File: src/rtl/core/pte_ram.sv
// Generic single-write, single-read RAM with a registered read port.
// No dependencies.
module pte_ram #(
    parameter int WIDTH = 8,
    parameter int DEPTH = 256,
    localparam int AddrW = (DEPTH > 1) ? $clog2(DEPTH) : 1
) (
    input  logic             clk,
    input  logic             we,
    input  logic [AddrW-1:0] waddr,
    input  logic [WIDTH-1:0] wdata,
    input  logic             re,
    input  logic [AddrW-1:0] raddr,
    output logic [WIDTH-1:0] rdata
);

    logic [WIDTH-1:0] mem [DEPTH];

    always_ff @(posedge clk)
    begin
        if (we)
        begin
            mem[waddr] <= wdata;
        end
    end

    always_ff @(posedge clk)
    begin
        if (re)
        begin
            rdata <= mem[raddr];
        end
    end

endmodule

File: config.mk
export PLATFORM = sky130hd
export DESIGN_NAME = pte_ram
export DESIGN_NICKNAME = d
export VERILOG_FILES = /design/src/rtl/core/pte_ram.sv
export SDC_FILE = /design/constraint.sdc
export NUM_CORES = 2
export LEC_CHECK = 0
export ABC_AREA = 1
export BUFFER_PORTS_ARGS = -buffer_cell sky130_fd_sc_hd__clkbuf_2
export CAP_MARGIN = 20
export CELL_PAD_IN_SITES_DETAIL_PLACEMENT = 1
export CELL_PAD_IN_SITES_GLOBAL_PLACEMENT = 2
export CORE_MARGIN = 2
export CORE_UTILIZATION = 44
export DETAILED_ROUTE_END_ITERATION = 12
export HOLD_SLACK_MARGIN = 0.1
export PLACE_DENSITY_LB_ADDON = 0.1
export REMOVE_ABC_BUFFERS = 1
export SETUP_SLACK_MARGIN = 0.02
export SLEW_MARGIN = 20
export SYNTH_ARGS = -nofsm -noshare
export SYNTH_HDL_FRONTEND = slang
export SYNTH_SLANG_ARGS = --single-unit
File: constraint.sdc
create_clock -name clk -period 1.85 [get_ports clk]
set_input_delay 0.185 -clock clk [delete_from_list [all_inputs] [get_ports clk]]
set_output_delay 0.185 -clock clk [all_outputs]
set_load 0.03 [all_outputs]
# Yosys cells after proc, flatten, opt, wreduce, memory -nomap -nowiden
# Memory sizes are Yosys's and may differ from the RTL's. A register that Yosys moved wholly into a read port is not among the register bits.
# Cells that the tools add are included.
# totals
ff_bits	0
ramBits	2048
input_bits	27
out_inout_bits	8
word_cells	3
mem_count	1
# classes
muxes	2
# memory_table
name	depth	width	read_ports	rd_clocked_by_memory_dff	write_ports	line	rtl
mem	256	8	1	1	1	17	logic [WIDTH-1:0] mem [DEPTH];
# ops
op	n
two-way mux 1 bit	2

# Logic depth before layout (Yosys ltp)
# depth
ltp_word	2
ltp_mapped	15
depth_no_buf	11

# Worst setup path after synthesis
# No wires, ideal clock.
# synth_timing
kind	input port to flip-flop
start	input we
end	memory mem[162][0], enable pin
setup_ns	0.370
t_arrival_ns	1.306
required_ns	1.480
slack_ns	0.174
cell_stages	4
n_path_buf	2
cell_sequence	clkbuf_1 -> nand3_1 -> clkbuf_1 -> nor2_1
# synth_via
elab_chain_cells	2
# synth_rtl
item	line	rtl
start: declaration	9	input logic we,
two-way mux 1 bit	21	if (we)
two-way mux 1 bit (not written as such)	23	mem[waddr] <= wdata;
end: declaration	17	
# No other way between the ends.

# Worst setup path after layout
# layout_timing
start	register rdata[7], read port of mem
end	output rdata[7]
# layout_rtl
item	line	rtl
start: declaration	14	output logic [WIDTH-1:0] rdata
# No word-level cell between the ends.

==> results by group <==
Cells and area
  • Commonest cells after routing, fill and taps aside: nand2_1 (2102), edfxtp_1 (2056), nand3_1 (1900), buf_4 (641), nor2_1 (283)
  • Final design utilization: 53.3%
  • Cell area after layout: 100000 sq um
  • Final nets: 7612
  • Layout area overhead: 20.1%
  • # fillers: 19.2k
  • Share of cells above drive strength 1: 16.4%
  • Most common cell after layout, fill and taps aside: nand2_1

STA
  • Final Hold Slack: 0.178 ns
  • Hold Vio Cnt, Final: 0
  • Fmax: 0.512 GHz
  • Tmin final: 1.95 ns
  • Final setup skew: 0.0287 ns
  • Final setup fails: 4
  • RSZ-0062 raised after global routing: yes
  • Max_slew headroom: 39.8%
  • Slew at the pin closest to its max-slew limit: 0.902 ns
  • Max Slew Vio Count: 0
  • Slack of the critical path: -0.103 ns
  • Period utilization: 106%

Floorplan
  • Core area: 188000 sq um
  • Die Span Y: 440 um
  • Die W: 440 um
  • # rows: 159
  • I/O pin count: 35
  • DIE AREA: 193000 sq um
  • Initial Util: 44.4%

Yosys
  • Synth area leader: edfxtp_1
  • Syn avg cell area: 11.9 sq um
  • Fraction of the mapped netlist area in adder cells: 0%
  • Synth Area in Simple Gates: 22.9%
  • Largest cells by area after synthesis: edfxtp_1 (74%), nand3_1 (12%), nand2_1 (9.5%)
  • Synthesized area: 83500 sq um
  • Seq/Total Area, Yosys: 74.0%
  • FF+latch count, synth: 2056
  • Combinational family with the most area after synthesis: simple AND/OR/NAND/NOR gates
  • Complex-gate fraction of the synthesized area: 0%
  • Mux contribution to synthesized area: 0%
  • Synth warnings: 0
  • Post-synthesis xor/xnor area fraction: 0%
  • Synth top area share: 74.0%
  • Synthesized instance count: 7003
  • Yosys cell types: 13

Worst setup path
  • CP top delay family: flip-flops
  • Slowest stage cell, crit path: edfxtp_1
  • Crit path buf inv count: 1
  • Worst Setup Start Kind: register
  • CP arrival: 1.77 ns
  • Critical Path Fanout Max: 1
  • Largest stage delay on the critical path: 0.71 ns
  • WP data required: 1.66 ns
  • CP endpoint kind: primary output
  • Chain of cells forming the critical path: buf_8
  • CP Class: register to primary output

Detailed routing
  • Final ANT Viol Nets: 0
  • DRC Markers: 0
  • Vias per Instance: 5.64
  • WL/cell: 26.8 um
  • Via count: 57.9k
  • Pre-antenna DRT Iters: 6
  • Drt total wl: 275000 um
  • DRT iter0 DRCs: 5367

GRT
  • GRT Residual Overflow: 0
  • Initial antenna violation count: 12
  • All-Layer GR Usage: 28.5%
  • Largest net degree at the start of global routing: 97
  • Vias in the first global route: 60.0k
  • Global-route wire length before repair: 405000 um

Clock tree
  • CTS Root Cell: clkbuf_16
  • Latest clock arrival within the worst-skew pair: 0.86 ns
  • Number of CTS-inserted buffers: 215
  • Post-CTS Setup Bufs: 0
  • CTS H-tree depth: 4
  • Clk buf depth: 3
  • CTS tree: done
  • Reg clk slew, reported paths: 0.06 ns
  • CTS sink count: 2056

Placement
  • DP HPWL: 178000 um
  • PortBufs: 34
  • Placed Area: 92500 sq um
  • GP Congestion: 0.857

Run status
  • Failing checks: setup timing
  • Status: complete, but fails checks

Pwr
  • Worst vdd ir: 1.03 mV
  • Pwr/cell area: 1010 nW/um^2
  • Leak: 36.3 nW

Worst hold path
  • Worst hold path class: input port to register

Flow run
  • Max-cap violations: 0
per-stage QoR:
stage | std cells | power [mW] | setup slack, ns | TNS, ns
2_1_floorplan | 6520 | 55.1 | -4.06 | -32.41
3_3_place_gp | 9851 | 59.5 | -0.896 | -6.37
3_5_place_dp | 9851 | 59.6 | -0.865 | -6.34
4_1_cts | 10300 | 102 | -0.201 | -0.654
5_1_grt | 10300 | 104 | -0.104 | -0.222
6_report | 10300 | 101 | -0.103 | -0.157
cells in the mapped netlist:
library cell	instances
nand2_1	2123
edfxtp_1	2056
nand3_1	2019
nor2_1	283
buf_2	268
clkbuf_1	112
buf_4	46
buf_1	40
inv_1	36
buf_6	16
inv_2	2
buf_8	1
inv_4	1
kinds of logic after synthesis:
group                  after synthesis
buffers and inverters              522
flip-flops                        2056
AND/OR/NAND/NOR                   4425
routing by layer:
| metal | up-vias | wire length (um) | global-route usage, % |
|---|---|---|---|
| met5 | - | 27 | 0 |
| li1 | 26100 | - | - |
| met4 | 4 | 9090 | 9.15 |
| met1 | 29700 | 119000 | 39.8 |
| met3 | 412 | 16000 | 3.90 |
| met2 | 1710 | 131000 | 46.4 |
layout make-up:
type | count | area [sq um] | area share (%)
inverters | 39 | 183 | 0.182
diodes | 1 | 2.50 | 0.00250
multi-input cells | 4425 | 20000 | 19.9
repair buffers | 848 | 8510 | 8.48
flip-flops and latches | 2056 | 61700 | 61.6
well taps | 2495 | 3120 | 3.11
clock inverters | 130 | 1120 | 1.12
clock buffers | 268 | 5660 | 5.65
sequential cells by signal, indices dropped and copies added, names as in the netlist:
register	count
rdata	8
mem	2048
path summary, 6_finish.rpt:
| check | end | slack, ns | cells after the start | start |
|---|---|---|---|---|
| setup / recovery | rdata[7] | -0.10 | 1 | rdata[7] |
| hold / removal | mem[118][5] | 0.18 | 2 | wdata[5] |
| setup reg to reg | rdata[3] | 0.05 | 10 | mem[174][3] |
| hold reg to reg | rdata[0] | 1.12 | 10 | mem[68][0] |
power by group:
group / switching [mW] / internal, mW
registers: 0.0772 / 51.4
logic: 5.18 / 2.30
clock network: 18.1 / 24.2
repair_timing:
item,in CTS,in global routing
setup endpoints to repair,16,13
pin swaps,2,12
hold endpoints to repair,2008,0
gates resized for setup,85,86
hold buffers,12,0
(Power assumes the default switching activity.)
